[src/rtl/efs_pkg.sv]
// Package for the edge-follow steering block: payload types, configuration
// registers, state codes and register indexes. No dependencies.
`default_nettype none

package efs_pkg;

   // Register indexes on the configuration port.
   localparam int CSR_INDEX_W = 3;
   localparam logic [CSR_INDEX_W-1:0] CSR_LEFT_WHITE_REF  = 3'd0;
   localparam logic [CSR_INDEX_W-1:0] CSR_RIGHT_WHITE_REF = 3'd1;
   localparam logic [CSR_INDEX_W-1:0] CSR_LEFT_SPEED      = 3'd2;
   localparam logic [CSR_INDEX_W-1:0] CSR_RIGHT_SPEED     = 3'd3;
   localparam logic [CSR_INDEX_W-1:0] CSR_STRAIGHT_MS     = 3'd4;
   localparam logic [CSR_INDEX_W-1:0] CSR_TURN_MS         = 3'd5;
   localparam logic [CSR_INDEX_W-1:0] CSR_MEMORY_MS       = 3'd6;
   localparam int CSR_DATA_W = 16;

   // Last commanded move.
   localparam logic [1:0] MOVE_STRAIGHT = 2'd0;
   localparam logic [1:0] MOVE_LEFT     = 2'd1;
   localparam logic [1:0] MOVE_RIGHT    = 2'd2;

   // Colour seen by the previous sample.
   localparam logic [1:0] COLOUR_EDGE  = 2'd0;
   localparam logic [1:0] COLOUR_WHITE = 2'd1;
   localparam logic [1:0] COLOUR_BLACK = 2'd2;

   // Queue depth between the front and the back.
   localparam int QUEUE_DEPTH = 2;
   localparam int QUEUE_PTR_W = $clog2(QUEUE_DEPTH);
   localparam int QUEUE_CNT_W = $clog2(QUEUE_DEPTH + 1);

   typedef struct packed {
      logic [11:0] left_sum;
      logic [11:0] right_sum;
      logic [31:0] now_ms;
      logic [31:0] entropy;
   } req_type;

   typedef struct packed {
      logic [7:0] left_drive;
      logic [7:0] right_drive;
   } rsp_type;

   typedef struct packed {
      logic [9:0]  left_white_ref;
      logic [9:0]  right_white_ref;
      logic [7:0]  left_speed;
      logic [7:0]  right_speed;
      logic [15:0] straight_ms;
      logic [15:0] turn_ms;
      logic [15:0] memory_ms;
   } cfg_type;

   // A classified sample as it travels from the front to the back.
   typedef struct packed {
      logic        left_white;
      logic        right_white;
      logic [31:0] now_ms;
      logic [31:0] entropy;
   } item_type;

   // Handshake between the queue and one of its neighbors.
   typedef struct packed {
      logic valid;
      logic full;
   } queue_status_type;

endpackage

`default_nettype wire

[src/rtl/efs_front.sv]
// Front stage: accepts a sensor request and classifies each side as white.
// Depends on efs_pkg; pushes classified items into efs_queue.
`default_nettype none

module efs_front import efs_pkg::*; (
   input  wire logic             clock,
   input  wire logic             reset,
   input  wire logic             req_valid,
   output logic                  req_stall,
   input  wire req_type          req_data,
   input  wire cfg_type          cfg,
   input  wire queue_status_type q_status,
   output logic                  push,
   output item_type             push_item
);

   logic     valid_ff, valid_in;
   item_type item_ff, item_in;
   logic     accept;
   logic [11:0] left_thresh, right_thresh;

   // Three times the white reference, at most 3069, fits in twelve bits.
   assign left_thresh  = {1'b0, cfg.left_white_ref, 1'b0} + {2'b00, cfg.left_white_ref};
   assign right_thresh = {1'b0, cfg.right_white_ref, 1'b0} + {2'b00, cfg.right_white_ref};

   // The stage holds its item only while the queue is full.
   assign push      = valid_ff && !q_status.full;
   assign push_item = item_ff;
   assign req_stall = valid_ff && q_status.full;
   assign accept    = req_valid && !req_stall;

   // Classify the incoming sample.
   always_comb begin
      item_in = item_ff;
      if (accept) begin
         item_in.left_white  = req_data.left_sum > left_thresh;
         item_in.right_white = req_data.right_sum > right_thresh;
         item_in.now_ms      = req_data.now_ms;
         item_in.entropy     = req_data.entropy;
      end
   end

   always_comb begin
      valid_in = valid_ff;
      if (accept) begin
         valid_in = 1'b1;
      end else if (push) begin
         valid_in = 1'b0;
      end
   end

   always_ff @(posedge clock) begin
      if (reset) begin
         valid_ff <= 1'b0;
      end else begin
         valid_ff <= valid_in;
      end
      item_ff <= item_in;
   end

endmodule

`default_nettype wire

[src/rtl/efs_queue.sv]
// Short queue of classified items between the front and the back.
// Depends on efs_pkg.
`default_nettype none

module efs_queue import efs_pkg::*; (
   input  wire logic       clock,
   input  wire logic       reset,
   input  wire logic       push,
   input  wire item_type   push_item,
   input  wire logic       pop,
   output queue_status_type status,
   output item_type        head
);

   item_type               entry_ff [QUEUE_DEPTH];
   logic [QUEUE_PTR_W-1:0] wr_ptr_ff, wr_ptr_in;
   logic [QUEUE_PTR_W-1:0] rd_ptr_ff, rd_ptr_in;
   logic [QUEUE_CNT_W-1:0] count_ff, count_in;
   logic                   do_pop;

   assign status.valid = count_ff != '0;
   assign status.full  = count_ff == QUEUE_CNT_W'(QUEUE_DEPTH);
   assign head         = entry_ff[rd_ptr_ff];
   assign do_pop       = pop && status.valid;

   // Pointer and fill count update; push is only offered when not full.
   always_comb begin
      wr_ptr_in = wr_ptr_ff;
      rd_ptr_in = rd_ptr_ff;
      count_in  = count_ff;
      if (push) begin
         wr_ptr_in = (wr_ptr_ff == QUEUE_PTR_W'(QUEUE_DEPTH - 1)) ? '0 : wr_ptr_ff + 1'b1;
      end
      if (do_pop) begin
         rd_ptr_in = (rd_ptr_ff == QUEUE_PTR_W'(QUEUE_DEPTH - 1)) ? '0 : rd_ptr_ff + 1'b1;
      end
      if (push && !do_pop) begin
         count_in = count_ff + 1'b1;
      end else if (do_pop && !push) begin
         count_in = count_ff - 1'b1;
      end
   end

   always_ff @(posedge clock) begin
      if (reset) begin
         wr_ptr_ff <= '0;
         rd_ptr_ff <= '0;
         count_ff  <= '0;
      end else begin
         wr_ptr_ff <= wr_ptr_in;
         rd_ptr_ff <= rd_ptr_in;
         count_ff  <= count_in;
      end
      if (push) begin
         entry_ff[wr_ptr_ff] <= push_item;
      end
   end

endmodule

`default_nettype wire

[src/rtl/efs_back.sv]
// Back stage: holds the steering state, decides the move for each item and
// registers the motor command. Depends on efs_pkg; fed by efs_queue.
`default_nettype none

module efs_back import efs_pkg::*; (
   input  wire logic             clock,
   input  wire logic             reset,
   input  wire cfg_type          cfg,
   input  wire queue_status_type q_status,
   input  wire item_type         head,
   output logic                  pop,
   output logic                  rsp_valid,
   input  wire logic             rsp_stall,
   output rsp_type               rsp_data
);

   logic [1:0]  last_move_ff, last_move_in;
   logic [31:0] move_end_ff, move_end_in;
   logic [31:0] pool_ff, pool_in;
   logic [31:0] memory_end_ff, memory_end_in;
   logic        edge_side_ff, edge_side_in;
   logic [1:0]  last_colour_ff, last_colour_in;
   logic        out_valid_ff, out_valid_in;
   rsp_type     out_data_ff, out_data_in;

   logic        both_white, one_white;
   logic        memory_open, move_running, toward_edge;
   logic [31:0] pool_eff;
   logic [15:0] duration;
   logic [31:0] move_end_sum, memory_end_sum;
   logic        emit;
   logic [1:0]  move;

   // The item is taken whenever the output register is free or drains.
   assign pop = q_status.valid && (!out_valid_ff || !rsp_stall);

   assign both_white   = head.left_white && head.right_white;
   assign one_white    = head.left_white ^ head.right_white;
   assign memory_open  = head.now_ms < memory_end_ff;
   assign move_running = head.now_ms < move_end_ff;
   assign pool_eff     = (pool_ff == '0) ? head.entropy : pool_ff;
   assign toward_edge  = memory_open ||
                         (both_white ? (last_colour_ff == COLOUR_BLACK)
                                     : (last_colour_ff == COLOUR_WHITE));

   // Choose the move for this sample.
   always_comb begin
      emit = 1'b1;
      move = MOVE_STRAIGHT;
      if (one_white) begin
         move = MOVE_STRAIGHT;
      end else if (toward_edge) begin
         // Turn toward the edge: to black on white, to white on black.
         if (both_white) begin
            move = edge_side_ff ? MOVE_RIGHT : MOVE_LEFT;
         end else begin
            move = edge_side_ff ? MOVE_LEFT : MOVE_RIGHT;
         end
      end else if (move_running) begin
         emit = 1'b0;
      end else if (last_move_ff != MOVE_STRAIGHT) begin
         move = MOVE_STRAIGHT;
      end else begin
         move = pool_eff[0] ? MOVE_LEFT : MOVE_RIGHT;
      end
   end

   // Timers: one add for the move end, one for the edge memory.
   assign duration       = (move == MOVE_STRAIGHT) ? cfg.straight_ms : cfg.turn_ms;
   assign move_end_sum   = head.now_ms + {16'h0000, duration};
   assign memory_end_sum = head.now_ms + {16'h0000, cfg.memory_ms};

   // State update for a popped item.
   always_comb begin
      last_move_in   = last_move_ff;
      move_end_in    = move_end_ff;
      pool_in        = pool_ff;
      memory_end_in  = memory_end_ff;
      edge_side_in   = edge_side_ff;
      last_colour_in = last_colour_ff;
      if (pop) begin
         pool_in = pool_eff;
         if (emit) begin
            last_move_in = move;
            move_end_in  = move_end_sum;
         end
         if (one_white) begin
            memory_end_in  = memory_end_sum;
            edge_side_in   = head.left_white;
            last_colour_in = COLOUR_EDGE;
         end else begin
            last_colour_in = both_white ? COLOUR_WHITE : COLOUR_BLACK;
            // A random-walk turn consumes one bit of the pool.
            if (!toward_edge && emit && move != MOVE_STRAIGHT) begin
               pool_in = {1'b0, pool_eff[31:1]};
            end
         end
      end
   end

   // Output register for the motor command.
   always_comb begin
      out_valid_in = out_valid_ff;
      out_data_in  = out_data_ff;
      if (pop) begin
         out_valid_in = emit;
         out_data_in.left_drive  = (move == MOVE_LEFT) ? 8'h00 : cfg.left_speed;
         out_data_in.right_drive = (move == MOVE_RIGHT) ? 8'h00 : cfg.right_speed;
      end else if (!rsp_stall) begin
         out_valid_in = 1'b0;
      end
   end

   assign rsp_valid = out_valid_ff;
   assign rsp_data  = out_data_ff;

   always_ff @(posedge clock) begin
      if (reset) begin
         last_move_ff   <= MOVE_LEFT;
         move_end_ff    <= '0;
         pool_ff        <= '0;
         memory_end_ff  <= '0;
         edge_side_ff   <= 1'b0;
         last_colour_ff <= COLOUR_WHITE;
         out_valid_ff   <= 1'b0;
      end else begin
         last_move_ff   <= last_move_in;
         move_end_ff    <= move_end_in;
         pool_ff        <= pool_in;
         memory_end_ff  <= memory_end_in;
         edge_side_ff   <= edge_side_in;
         last_colour_ff <= last_colour_in;
         out_valid_ff   <= out_valid_in;
      end
      out_data_ff <= out_data_in;
   end

endmodule

`default_nettype wire

[src/rtl/edge_follow_steering_top.sv]
// Edge-follow steering: an accepted request is held in the front register,
// then in a queue entry, then in the back stage's output register (rsp_data).
// Throughput is one request per cycle, set by the back stage's state update,
// when rsp_stall is low; a request that commands no move produces no response.
// Synchronous active-high reset clears the steering state, empties the queue
// and restores every configuration register to its reset value.
`default_nettype none

module edge_follow_steering_top import efs_pkg::*; (
   input  wire logic                   clock,
   input  wire logic                   reset,
   input  wire logic                   req_valid,
   output logic                        req_stall,
   input  wire req_type                req_data,
   output logic                        rsp_valid,
   input  wire logic                   rsp_stall,
   output rsp_type                     rsp_data,
   input  wire logic                   csr_valid,
   output logic                        csr_ready,
   input  wire logic [CSR_INDEX_W-1:0] csr_index,
   input  wire logic [CSR_DATA_W-1:0]  csr_wdata
);

   cfg_type          cfg_ff, cfg_in;
   queue_status_type q_status;
   logic             push, pop;
   item_type         push_item, head;

   assign csr_ready = 1'b1;

   // Configuration register writes.
   always_comb begin
      cfg_in = cfg_ff;
      if (csr_valid && csr_ready) begin
         case (csr_index)
            CSR_LEFT_WHITE_REF:  cfg_in.left_white_ref  = csr_wdata[9:0];
            CSR_RIGHT_WHITE_REF: cfg_in.right_white_ref = csr_wdata[9:0];
            CSR_LEFT_SPEED:      cfg_in.left_speed      = csr_wdata[7:0];
            CSR_RIGHT_SPEED:     cfg_in.right_speed     = csr_wdata[7:0];
            CSR_STRAIGHT_MS:     cfg_in.straight_ms     = csr_wdata;
            CSR_TURN_MS:         cfg_in.turn_ms         = csr_wdata;
            CSR_MEMORY_MS:       cfg_in.memory_ms       = csr_wdata;
            default: ;
         endcase
      end
   end

   always_ff @(posedge clock) begin
      if (reset) begin
         cfg_ff.left_white_ref  <= 10'd512;
         cfg_ff.right_white_ref <= 10'd512;
         cfg_ff.left_speed      <= 8'd17;
         cfg_ff.right_speed     <= 8'd17;
         cfg_ff.straight_ms     <= 16'd300;
         cfg_ff.turn_ms         <= 16'd200;
         cfg_ff.memory_ms       <= 16'd1000;
      end else begin
         cfg_ff <= cfg_in;
      end
   end

   efs_front u_front (
      .clock     (clock),
      .reset     (reset),
      .req_valid (req_valid),
      .req_stall (req_stall),
      .req_data  (req_data),
      .cfg       (cfg_ff),
      .q_status  (q_status),
      .push      (push),
      .push_item (push_item)
   );

   efs_queue u_queue (
      .clock     (clock),
      .reset     (reset),
      .push      (push),
      .push_item (push_item),
      .pop       (pop),
      .status    (q_status),
      .head      (head)
   );

   efs_back u_back (
      .clock     (clock),
      .reset     (reset),
      .cfg       (cfg_ff),
      .q_status  (q_status),
      .head      (head),
      .pop       (pop),
      .rsp_valid (rsp_valid),
      .rsp_stall (rsp_stall),
      .rsp_data  (rsp_data)
   );

endmodule

`default_nettype wire
[config.mk]
export PLATFORM = sky130hd
export DESIGN_NAME = edge_follow_steering_top
export DESIGN_NICKNAME = d
export VERILOG_FILES = /design/src/rtl/efs_pkg.sv /design/src/rtl/efs_front.sv /design/src/rtl/efs_queue.sv /design/src/rtl/efs_back.sv /design/src/rtl/edge_follow_steering_top.sv
export SDC_FILE = /design/constraint.sdc
export NUM_CORES = 1
export LEC_CHECK = 0
export BUFFER_PORTS_ARGS = -buffer_cell sky130_fd_sc_hd__buf_4
export CAP_MARGIN = 10
export CORE_MARGIN = 2
export CORE_UTILIZATION = 55
export CTS_CLUSTER_SIZE = 16
export DETAILED_ROUTE_END_ITERATION = 7
export PLACE_DENSITY = 0.76
export SETUP_SLACK_MARGIN = 0.1
export SYNTH_ARGS = -nofsm -noshare
export SYNTH_HDL_FRONTEND = slang
export SYNTH_SLANG_ARGS = --single-unit
[constraint.sdc]
create_clock -name clock -period 7.1 [get_ports clock]
set_input_delay 1.065 -clock clock [delete_from_list [all_inputs] [get_ports clock]]
set_output_delay 1.065 -clock clock [all_outputs]
set_load 0.02 [all_outputs]
Word level (Yosys, flattened, before mapping) --
Memories as Yosys holds them, arrays and structs flattened. A register that Yosys moved wholly into a read port is not among the register bits. Cells that the tools add are included.
Cells by class: bitwise operators 1, $add $sub $neg 8, muxes and demuxes 30, eq/ne operators 12, order comparisons 4, reduce and logical (&&, ||, !) cells 36
Operators by type and width (number):
- two-way mux 32 bit | 3
- adder 32 x 16 -> 32 bit | 2
- less-than comparator 32 bit | 2
- zero test 32 bit | 1
- adder 11 x 10 -> 12 bit | 2
- greater-than comparator 12 bit | 2
- two-way mux 2 bit | 12
- AND reduction 2 bit | 9
- two-way mux 16 bit | 1
- two-way mux 1 bit | 14
- logical AND 1 bit | 10
- nonzero test 2 bit | 5
- == test 3 bit, second input constant | 3
- zero test 1 bit | 7
- == test 2 bit, second input constant | 3
- == test 3 x 2 -> 1 bit, second input constant | 2
- == test 2 x 1 -> 1 bit, second input constant | 2
- == test 3 x 1 -> 1 bit, second input constant | 1
- zero test 3 bit | 1
- adder 1 bit, second input constant | 2
- adder 2 x 1 -> 2 bit, second input constant | 1
- zero test 2 bit | 1
- logical OR 1 bit | 2
- inequality test 2 x 1 -> 1 bit, second input constant | 1
- 2 further kinds | 2
Storage, ports and cells: input bits 112, memories kept 1, register bits after elaboration 273, RAM bits 132, logic and storage cells 116, output and inout bits 19
Memories:
- u_queue.entry_ff | words 2, bits a word 66, read ports 1, clocked after memory_dff 1, wr ports 1, RTL line efs_queue.sv:15 | item_type entry_ff [QUEUE_DEPTH];

Longest topological paths before layout --
Gate-level depths: netlist (run 1).
depth after elaboration 11, gate-level depth with buffers 26

Hierarchy --
A second synthesis (run 1) with hierarchy kept.
Unflattened totals: cells, all modules 1744, area total of the unflattened synthesis 20002.9 um^2
Modules (own cells, without submodules):
- efs_back | area an instance 8159.1 um^2, cells an instance 947, times used 1
- efs_queue | area an instance 4981.0 um^2, cells an instance 227, times used 1
- efs_front | area an instance 3464.6 um^2, cells an instance 252, times used 1
- edge_follow_steering_top | area an instance 3398.3 um^2, cells an instance 318, times used 1

Least setup slack after synthesis (run 1) --
OpenSTA, ideal clock, no wires.
kind reg2reg, from register with a tool-made name, to register u_back.move_end_ff[26], arrival time 6.698 ns, buffers on the path 7, clock period less this slack 6.815 ns, setup time 0.117 ns, stages on the path, launching flop included 26, setup slack 0.285 ns, cells stage by stage dfxtp_1 -> buf_6 -> clkbuf_8 -> buf_2 -> buf_2 -> buf_1 -> clkbuf_1 -> mux2_2 -> ha_1 -> a21oi_1 -> o21ai_0 -> a2111oi_0 -> a211oi_1 -> o31a_1 -> a21oi_1 -> buf_2 -> mux2_2 -> fa_1 -> a211oi_1 -> o21a_1 -> o31ai_1 -> a21oi_1 -> o21ai_0 -> nor2b_1 -> xnor2_1 -> a22o_1
RTL lines:
- end signal: assignment | RTL line efs_back.sv:128 | move_end_ff <= move_end_in;
- end: declaration | RTL line efs_back.sv:18 | logic [31:0] move_end_ff, move_end_in;

==> metrics, run 1 <==
status=finished, final reports clean; antenna violations before repair=0; via/cell ratio=5.77; Diodes inserted=0; chip height=193 um; horizontal die dimension=193 um; Post-Synthesis Cells=1,861; cell taking the most area after synthesis=edfxtp_1; ratio of cells with drive above 1 in the final layout=0.134; TritonCTS clock tree=done; synthesized area divided by synthesized cell count=10.6 sq um; Post-synth top cells=nand2_1 (248), edfxtp_1 (214), dfxtp_1 (192), a21oi_1 (156), ha_1 (143); gr ovfl total=0; total half-perimeter wirelength after legalization and detailed placement=approximately 32 mm; share of the synthesized area in the top cell type=0.327; number of input and output port buffers inserted=129; H-tree levels=2; number of buffers inserted for hold repair after clock tree synthesis=0; transition time at the pin with the least slew margin=1180 ps; final-layout worst hold slack=440 ps; prevailing post-synth register cell=edfxtp_1; post-route DRC violation count=0; final wirelength=45.0 mm; Setup WS post-layout=754 ps; growth of design area from synthesis to finish=14.2%; Setup Total Neg Slack=0 ps; cell with the most instances after synthesis=nand2_1; CTS sink cnt=406; largest clock skew in the final design=31.6 ps; share of the clock period used by the worst path after layout=0.894; # Max-Cap Violations=0; floorplan die area=between 30,000 and 40,000 sq um; Max Freq=0.158 GHz; clock latency at the later pin of the worst-skew pair=570 ps; synthesis warning total=0; Inserted Clock Buffers=41; number of endpoints failing setup at the final stage=0; initial core utilization=0.556; beginning of the worst hold path=u_front.push_item[16]$_DFFE_PP_; relative slew slack=0.212; Peak VDD IR=around 340 uV; path type of the worst setup path=flip-flop to flip-flop; leading post-synthesis cells by cell area=edfxtp_1 (33%), dfxtp_1 (20%), ha_1 (9.1%); RSZ-0062 raised after global routing=false; crit path time final=6350 ps; library cells used by synthesis=73; type of the worst min-delay path=flip-flop to flip-flop; largest fanout on the critical path=35; Clock transition at path regs=70 ps; critical path required time=about 7600 ps; pin count of the biggest net entering global routing=103; site row count=69; leakage power of the design=0.00901 uW; via count of the first global-routing pass=14,100; share of synthesized area occupied by flip-flops and latches=0.522; number of DRC markers in iteration 0=1,115; Syn Nets=2,120; residual antenna-violating net count after detailed routing=0; category of the worst setup path launch point=flip-flop; final count of pins violating max slew=0; overall routing resource usage=0.248; total number of vias=between 10,000 and 15,000; first-pass GRT wire length=approximately 70 mm; number of enable-type register cells in the synthesized netlist=214; routed wire length per instance=roughly 18 um; worst setup slack before clock tree synthesis=719 ps; post-synth design cell area=slightly below 20,000 sq um; number of nets in the final layout=2,243; PwrDens=351 nW/um^2; core area=35,400 sq um; root buffer selected by CTS=clkbuf_16; maximum root-to-sink buffer count=3; routability congestion estimate from global placement=0.893; count of boundary I/O pins=131; Initial DRT Pass Iterations=6; Crit. End Element=flip-flop; Final Hold Vio Count=0; WP data arrival=6800 ps; Seq cells post-synth=around 410; fraction of registers with async set or reset after synthesis=0
[worst paths after layout]
check             depth (start not counted)                                   to  slack, ps
setup / recovery                         19  u_back.move_end_ff[27]$_SDFFE_PP0P_        750
hold / removal                            0    u_queue.entry_ff[0][16]$_DFFE_PP_        440
setup reg to reg                         19  u_back.move_end_ff[27]$_SDFFE_PP0P_        750
hold reg to reg                           0    u_queue.entry_ff[0][16]$_DFFE_PP_        440
[state kept, by name, indices dropped and copies added, names as in the netlist, 2 cells and up, named ones only]
register / count
u_queue.entry_ff: 132
cfg_ff: 84
u_front.push_item: 66
u_back.memory_end_ff: 32
u_back.move_end_ff: 32
u_back.pool_ff: 32
u_back.rsp_data: 16
u_back.last_colour_ff: 2
u_back.last_move_ff: 2
u_queue.count_ff: 2
[worst max-delay path: stages (launching register included)]
cell	delay [ps]
dfxtp_4	730
buf_4	260
mux2_2	410
ha_1	300
and4_1	150
o21ai_0	60
a21boi_0	340
a211oi_1	150
o31a_1	330
a21oi_2	390
mux2_2	400
ha_1	370
o21ai_0	140
o21ai_0	200
a41oi_1	240
o2111ai_1	450
nand2_1	380
a2111oi_0	590
xnor2_1	110
a22o_1	200
[where the power goes]
group	internal, uW	leakage, uW	switching [uW]
logic	1060	0.00477	1630
registers	2840	0.00357	190
clock network	1260	0.000670	919
[per-stage QoR]
step,instances,util,cell area [sq um],total power [uW]
2_1_floorplan,1861,-,19700,4970
3_3_place_gp,2401,0.596,21100,5630
3_5_place_dp,2401,0.596,21100,5710
4_1_cts,2477,0.634,22400,7910
5_1_grt,2478,0.635,22500,8350
6_report,2478,0.635,22500,7900
[logic make-up after synthesis]
logic type                 count (synthesis)  share of synthesized area
adders and majority gates                147                     0.0951
xor gates and xnor gates                  57                     0.0254
and+or+nand+nor                          532                      0.122
AOI/OAI and AO/OA                        414                      0.133
muxes                                    126                     0.0666
buffers and inverters                    178                     0.0357
DFF                                      406                      0.522
other                                      1                   0.000191
[cell type report]
| cell class | count | area, sq um |
|---|---|---|
| fillers | 2757 | 12900 |
| flip-flops and latches | 406 | 10300 |
| multi-input cells | 1277 | 8730 |
| clock buffers | 55 | 1150 |
| repair buffers | 148 | 1110 |
| well taps | 461 | 577 |
| inverters | 110 | 413 |
| clock inverters | 21 | 213 |
[placed cells by master (no fill, tap or decap), types with 5 or more instances in the layout]
master | synthesis | routed
nor2_1 | 109 | 107
nor2b_1 | 13 | 12
o21ai_0 | 75 | 75
edfxtp_1 | 214 | 214
nand2_1 | 248 | 248
or3_1 | 12 | 12
a31oi_1 | 6 | 6
o21bai_1 | 15 | 15
nor4_1 | 13 | 13
inv_1 | 107 | 107
xnor2_1 | 46 | 46
ha_1 | 143 | 143
nor3_1 | 23 | 23
nand3_1 | 41 | 41
mux2_2 | 33 | 33
buf_4 | 1 | 147
a211oi_1 | 23 | 23
a22o_1 | 14 | 14
o31ai_1 | 10 | 10
and2_1 | 21 | 20
xor2_1 | 11 | 11
mux2i_1 | 91 | 89
clkbuf_1 | 48 | 8
nand4_1 | 20 | 20
a21oi_1 | 156 | 155
clkbuf_8 | 1 | 5
a2111oi_0 | 9 | 9
dfxtp_1 | 192 | 191
clkinv_2 | 0 | 7
clkbuf_16 | 0 | 42
clkinv_1 | 1 | 5
or4_1 | 5 | 5
o21a_1 | 9 | 9
a21o_1 | 56 | 56
nand2b_1 | 8 | 8
[what timing repair did]
item,4_1_cts,5_1_grt
gates resized for setup,0,3
buffers inserted,0,0
setup endpoints to repair,0,4
[routing by layer]
| layer | share of wire | global-route usage |
|---|---|---|
| met2 | 0.47 | 0.406 |
| met3 | 0.054 | 0.0351 |
| met1 | 0.44 | 0.333 |
| met5 | 0 | 0 |
| met4 | 0.032 | 0.0964 |
(Power assumes the default switching activity.)
==> run 2: changes to the inputs <==
--- a/config.mk
+++ b/config.mk
@@ -6,12 +6,11 @@
 export NUM_CORES = 1
 export LEC_CHECK = 0
 export BUFFER_PORTS_ARGS = -buffer_cell sky130_fd_sc_hd__buf_4
-export CAP_MARGIN = 10
 export CORE_MARGIN = 2
-export CORE_UTILIZATION = 55
+export CORE_UTILIZATION = 66
 export CTS_CLUSTER_SIZE = 16
 export DETAILED_ROUTE_END_ITERATION = 7
-export PLACE_DENSITY = 0.76
+export PLACE_DENSITY = 0.86
 export SETUP_SLACK_MARGIN = 0.1
 export SYNTH_ARGS = -nofsm -noshare
 export SYNTH_HDL_FRONTEND = slang
==> constraint.sdc (replaced) <==
create_clock -name clock -period 7.93 [get_ports clock]
set_input_delay 1.1895 -clock clock [delete_from_list [all_inputs] [get_ports clock]]
set_output_delay 1.1895 -clock clock [all_outputs]
set_load 0.02 [all_outputs]
==> run 2 against run 1 <==
- cell count shrank 3.1%
- count of clock-buffer cells in the layout down 2
- largest power group unchanged
- via count increased by 3.3%
- critical path type unchanged
- maximum frequency decreased by 8.7%
- highest routed layer unchanged
==> metrics, run 2 (same netlist as run 1, synthesis figures left out) <==
status=finished, final reports clean; Inserted Clock Buffers=41 (unchanged); crit path time final=6950 ps (+607 ps); final cell area excluding filler cells=22,300 sq um (-0.67%); RSZ-0062 raised after global routing=false; gr ovfl total=0 (unchanged); count of boundary I/O pins=131 (unchanged); via/cell ratio=6.16 (+6.6%); number of DRC markers in iteration 0=1,476 (+32%); Final Hold Vio Count=0 (unchanged); number of buffers inserted for hold repair after clock tree synthesis=0 (unchanged); Clock transition at path regs=60 ps (about the same); overall routing resource usage=0.302 (+0.0539); largest clock skew in the final design=22.6 ps (-9.08 ps); residual antenna-violating net count after detailed routing=0 (unchanged); # Max-Cap Violations=0 (unchanged); largest fanout on the critical path=45 (+29%); category of the worst setup path launch point=flip-flop; number of endpoints failing setup at the final stage=0 (unchanged); routability congestion estimate from global placement=0.943 (+5.6%); total instance count after detailed placement=2,326 (-3.1%); critical path required time=8370 ps (+820 ps); Diodes inserted=0 (unchanged); post-route DRC violation count=0 (unchanged); instance area after placement=21,000 sq um (-0.57%); root buffer selected by CTS=clkbuf_16; antenna violations before repair=0 (unchanged); clock latency at the later pin of the worst-skew pair=560 ps (about the same); number of cells in the finished layout apart from fillers=2,401 (-3.1%); pin count of the biggest net entering global routing=82 (-20%); number of nets in the final layout=2,238 (-0.22%); ratio of cells with drive above 1 in the final layout=0.129 (-0.00507); initial core utilization=0.667 (+0.111); growth of design area from synthesis to finish=13.5%; path type of the worst setup path=flip-flop to flip-flop; Crit. End Element=flip-flop; cell seen most often among critical-path stages=a21oi_1; leading cell type in the layout, fill and taps excluded=nand2_1; total number of vias=14,800 (+3.3%); type of the worst min-delay path=flip-flop to flip-flop; routed wire length per instance=19.7 um (+8.3%); worst-path cell with the longest stage delay=dfxtp_4; transition time at the pin with the least slew margin=1240 ps (+65.5 ps); chip height=177 um (-8.5%); highest-count cells in the layout ignoring fill and taps=nand2_1 (248), edfxtp_1 (214), dfxtp_1 (191), a21oi_1 (156); final wirelength=47.2 mm (+4.9%); post-CTS setup buffers=0 (unchanged); Worst path top cell family by delay=compound AO/OA/AOI/OAI gates; Setup Total Neg Slack=0 ps (unchanged); leakage power of the design=0.00897 uW (-0.41%); relative slew slack=0.170 (-0.0416); total half-perimeter wirelength after legalization and detailed placement=32.8 mm (+3.9%); share of the clock period used by the worst path after layout=0.877 (-0.0170); maximum root-to-sink buffer count=3 (unchanged); Setup WS post-layout=977 ps (+223 ps); flip-flop count of the largest register, all copies and words added=132 (unchanged); worst path buffer plus inverter count=1 (unchanged); H-tree levels=2 (unchanged); floorplan die area=31,200 sq um (-16%); worst setup slack before clock tree synthesis=1150 ps (+428 ps); final count of pins violating max slew=0 (unchanged); Peak VDD IR=233 uV (-30%); CP peak stage delay=810 ps (+80 ps); Initial DRT Pass Iterations=6 (unchanged); TritonCTS clock tree=done; via count of the first global-routing pass=14,500 (+2.3%); core area=29,500 sq um (-17%); CTS sink cnt=406 (unchanged); first-pass GRT wire length=74.1 mm (+2.8%); critical path, cell by cell=mux2i_1 -> inv_1 -> ha_1 -> a41oi_1 -> o21ai_0 -> a21oi_1 -> o31ai_1 -> o211ai_1 -> a21oi_1 -> mux2_2 -> ha_1 -> fa_1 -> a211oi_1 -> o21a_1 -> o31ai_1 -> a21oi_1 -> o21ai_0 -> nor2b_1 -> xnor2_1 -> a22o_1; PostCTS Resize Cnt=0 (unchanged); WP data arrival=7400 ps (+600 ps); PwrDens=316 nW/um^2 (-10%); horizontal die dimension=177 um (-8.5%); Max Freq=0.144 GHz (-8.7%); site row count=63 (-8.7%); number of input and output port buffers inserted=129 (unchanged); register bank with the most flops=u_queue.entry_ff
[run 2: cell types whose count changed in the layout (fill, tap and decap cells not counted), sizes merged]
cell	delta
buf	-5
clkbuf	-2
inv	-1
clkinv	+1
clkinvlp	+1
[run 2: final timing paths]
check                                                startpoint                                  end  slack, ps  cells past startpoint
worst max register to register                        flip-flop  u_back.move_end_ff[30]$_SDFFE_PP0P_        980                     20
worst min register to register  u_front.push_item[37]$_DFFE_PP_    u_queue.entry_ff[0][37]$_DFFE_PP_        440                      0
worst max-delay path                                  flip-flop  u_back.move_end_ff[30]$_SDFFE_PP0P_        980                     20
worst min-delay path            u_front.push_item[37]$_DFFE_PP_    u_queue.entry_ff[0][37]$_DFFE_PP_        440                      0
[run 2: where the power goes]
group	switching (uW)	internal, uW	leakage, uW
Combinational	1460	935	0.00474
Sequential	183	2550	0.00357
Clock	824	1110	0.000661
Total	2470	4590	0.00897
[run 2: area by class of cell]
type	count	area, sq um
Clock buffer	53	1120
Timing Repair Buffer	143	1070
Tap cell	390	488
Inverter	110	413
Fill cell	1876	7160
Clock inverter	22	234
Multi-Input combinational cell	1277	8710
Sequential cell	406	10300
[run 2: per-stage QoR]
step	hold WS [ps]	util	total power (uW)
after floorplan	421	-	4450
after global placement	422	0.711	4990
after detailed placement	430	0.711	5100
after CTS	442	0.757	7030
after global routing	453	0.757	7420
final	445	0.757	7060
[run 2: per-layer routing]
layer | GRT usage | part of all wire
met1 | 0.403 | 0.40
met4 | 0.112 | 0.035
met2 | 0.495 | 0.48
met3 | 0.0537 | 0.084
met5 | 0 | 0
==> run 3: changes to the inputs <==
--- a/config.mk
+++ b/config.mk
@@ -5,6 +5,7 @@
 export SDC_FILE = /design/constraint.sdc
 export NUM_CORES = 1
 export LEC_CHECK = 0
+export ABC_AREA = 1
 export BUFFER_PORTS_ARGS = -buffer_cell sky130_fd_sc_hd__buf_4
 export CORE_MARGIN = 2
 export CORE_UTILIZATION = 66
==> run 3 against run 2 <==
- combinational power is 76% higher
- critical path depth rose by 11
- sequential share of layout area decreased by 0.60 points
- clock power increased by 10%
- maximum frequency grew 4.2%
- cell count increased by 14%
- synthesized cell count up 19%
- sequential cell count unchanged
- clock skew up 10 ps
- register-to-register slack better by 280 ps
- first-iteration DRC count increased by 7.4%
- highest routed layer unchanged
- critical path type unchanged
- global-route usage rose by 1.4 points
==> metrics, run 3 <==
number of buffers inserted for hold repair after clock tree synthesis=0 (unchanged); leading post-synthesis cells by cell area=edfxtp_1 (32%), dfxtp_1 (19%), ha_1 (9.0%); crit path time final=6670 ps (-283 ps); residual antenna-violating net count after detailed routing=0 (unchanged); final wirelength=49.6 mm (+4.9%); via/cell ratio=5.92 (-3.9%); WP data arrival=7090 ps (-310 ps); Post-Synthesis Cells=2,215 (+19%); count of boundary I/O pins=131 (unchanged); CP peak stage delay=730 ps (-80 ps); CTS sink cnt=406 (unchanged); PwrDens=405 nW/um^2 (+28%); chip height=177 um (+0.49%); post-route DRC violation count=0 (unchanged); number of endpoints failing setup at the final stage=0 (unchanged); Syn Nets=2,474 (+17%); number of cells in the finished layout apart from fillers=2,743 (+14%); horizontal die dimension=177 um (+0.49%); Met1 Wirelength=20.2 mm (+6.6%); synthesized area divided by synthesized cell count=8.97 sq um (-15%); status=finished, final reports clean; share of the synthesized area in the top cell type=0.324 (-0.00325); share of synthesized area occupied by flip-flops and latches=0.517 (-0.00520); RSZ-0062 raised after global routing=false; antenna violations before repair=0 (unchanged); Filler Cells Inserted=1,989 (+6.0%); leading cell type in the layout, fill and taps excluded=nand2_1; transition time at the pin with the least slew margin=1220 ps (-25.1 ps); fraction of registers with async set or reset after synthesis=0 (unchanged); total instance count after detailed placement=2,668 (+15%); Inserted Clock Buffers=41 (unchanged); gr ovfl total=0 (unchanged); via count of the first global-routing pass=15,900 (+10%); cell taking the most area after synthesis=edfxtp_1; highest-count cells in the layout ignoring fill and taps=nand2_1 (410), inv_1 (231), a21oi_1 (229), edfxtp_1 (214), nor2_1 (207); share of the clock period used by the worst path after layout=0.841 (-0.0357); number of enable-type register cells in the synthesized netlist=214 (unchanged); post-synth design cell area=19,900 sq um (+1.0%); PostCTS Resize Cnt=0 (unchanged); total half-perimeter wirelength after legalization and detailed placement=33.4 mm (+1.7%); site row count=63 (unchanged); cell seen most often among critical-path stages=nand2_1; type of the worst min-delay path=flip-flop to flip-flop; critical path required time=8350 ps (-20 ps); routed wire length per instance=18.1 um (-8.1%); TritonCTS clock tree=done; largest fanout on the critical path=66 (+47%); Seq cells post-synth=406 (unchanged); first-pass GRT wire length=78.7 mm (+6.2%); cell with the most instances after synthesis=nand2_1; topmost layer with routed signal wires=met4; path type of the worst setup path=flip-flop to flip-flop; largest clock skew in the final design=32.9 ps (+10.3 ps); number of DRC markers in iteration 0=1,585 (+7.4%); xor and xnor area share after synthesis=0.0212 (-0.00422); relative slew slack=0.187 (+0.0167); clock latency at the later pin of the worst-skew pair=560 ps (about the same); growth of design area from synthesis to finish=13.8%; register bank with the most flops=u_queue.entry_ff; dominant combinational cell family by area after synthesis=simple AND/OR/NAND/NOR gates; multiplexer area fraction after synthesis=0.00907 (-0.0575); synthesis warning total=0 (unchanged); flip-flop count of the largest register, all copies and words added=132 (unchanged); library cells used by synthesis=49 (-33%); # Max-Cap Violations=0 (unchanged); Post-synth top cells=nand2_1 (410), inv_1 (233), a21oi_1 (229), edfxtp_1 (214), nor2_1 (210); fraction of the mapped netlist area in compound gates=0.126 (-0.00661); flop2flop setup slack=1260 ps (+280 ps); category of the worst setup path launch point=flip-flop; routability congestion estimate from global placement=0.943 (about the same); routed length on met2=23.8 mm (+5.1%); Max Freq=0.150 GHz (+4.2%); leakage power of the design=0.00980 uW (+9.3%); Clock transition at path regs=60 ps (about the same); Diodes inserted=0 (unchanged); Peak VDD IR=307 uV (+32%); Crit. End Element=flip-flop; fraction of the mapped netlist area in adder cells=0.0941 (-0.000946); Final Hold Vio Count=0 (unchanged); Initial DRT Pass Iterations=7 (+1); pin count of the biggest net entering global routing=69 (-16%); ratio of cells with drive above 1 in the final layout=0.115 (-0.0145); final count of pins violating max slew=0 (unchanged); worst-path cell with the longest stage delay=o21ai_0; floorplan die area=31,500 sq um (+0.98%); maximum root-to-sink buffer count=3 (unchanged); core area=29,600 sq um (+0.53%); H-tree levels=2 (unchanged); post-CTS setup buffers=0 (unchanged); simple-gate area share of the yosys netlist=0.170 (+0.0475); root buffer selected by CTS=clkbuf_16; Setup Total Neg Slack=0 ps (unchanged); initial core utilization=0.670 (+0.00312); number of input and output port buffers inserted=129 (unchanged); total number of vias=16,200 (+9.8%); WL met3=3.94 mm (-1.3%); overall routing resource usage=0.315 (+0.0135); prevailing post-synth register cell=edfxtp_1; number of nets in the final layout=2,580 (+15%)
[run 3: changes by cell type after synthesis, sizes merged, moves of 50 or more]
cell / delta
inv: +126
a21oi: +75
o21ai: +106
nand2: +166
a21o: -50
mux2i: -93
nor2: +104
nand3: +86
[run 3: where the power goes]
part	total, uW	leakage, uW	switching, uW	internal (uW)
clock	2130	0.000735	818	1310
combinational	4200	0.00549	2810	1380
sequential	2830	0.00358	187	2640
total	9160	0.00980	3820	5340
[run 3: metal layers]
| layer | vias to the layer above | GRT usage |
|---|---|---|
| met5 | - | 0 |
| met4 | 0 | 0.130 |
| met3 | 135 | 0.0450 |
| met2 | 759 | 0.520 |
| met1 | 7665 | 0.419 |
| li1 | 7669 | - |
[run 3: cells by family after synthesis]
| family | after synthesis |
|---|---|
| AOI/OAI and AO/OA | 468 |
| xor gates and xnor gates | 48 |
| adders and majority gates | 147 |
| buffers and inverters | 318 |
| DFF | 406 |
| muxes | 16 |
| other | 1 |
| and+or+nand+nor | 811 |
[run 3: area by class of cell]
| cell class | count | area [sq um] | area share |
|---|---|---|---|
| Inverter | 238 | 893 | 0.0395 |
| Multi-Input combinational cell | 1491 | 8370 | 0.370 |
| Clock inverter | 19 | 323 | 0.0143 |
| Sequential cell | 406 | 10300 | 0.454 |
| Timing Repair Buffer | 143 | 1070 | 0.0475 |
| Clock buffer | 56 | 1180 | 0.0524 |
| Tap cell | 390 | 488 | 0.0216 |
[run 3: per-stage QoR]
| stage | hold slack [ps] | instance area (sq um) | utilization | power [uW] | worst slack (ps) |
|---|---|---|---|---|---|
| after floorplan | 421 | 19900 | - | 5900 | 2630 |
| after global placement | 422 | 21100 | 0.712 | 6750 | 1690 |
| after detailed placement | 430 | 21100 | 0.712 | 6890 | 1480 |
| final | 431 | 22600 | 0.763 | 9160 | 1260 |
| after global routing | 445 | 22600 | 0.763 | 9720 | 829 |
| after CTS | 437 | 22600 | 0.763 | 9070 | 1390 |
[run 3: final timing paths]
| path | startpoint | endpoint | depth (start not counted) |
|---|---|---|---|
| worst min register to register | u_front.push_item[33]$_DFFE_PP_ | u_queue.entry_ff[1][33]$_DFFE_PP_ | 0 |
| worst max-delay path | flip-flop | u_back.move_end_ff[30]$_SDFFE_PP0P_ | 31 |
| worst max register to register | flip-flop | u_back.move_end_ff[30]$_SDFFE_PP0P_ | 31 |
| worst min-delay path | u_front.push_item[33]$_DFFE_PP_ | u_queue.entry_ff[1][33]$_DFFE_PP_ | 0 |
[run 3: critical path, delay by kind of cell (launching register included)]
| family | cells | cell delay (ps) |
|---|---|---|
| compound gates | 6 | 1650 |
| simple gates | 18 | 2420 |
| flops | 1 | 320 |
| fa+ha+maj | 3 | 1010 |
| mux | 1 | 390 |
| buf+inv | 3 | 700 |
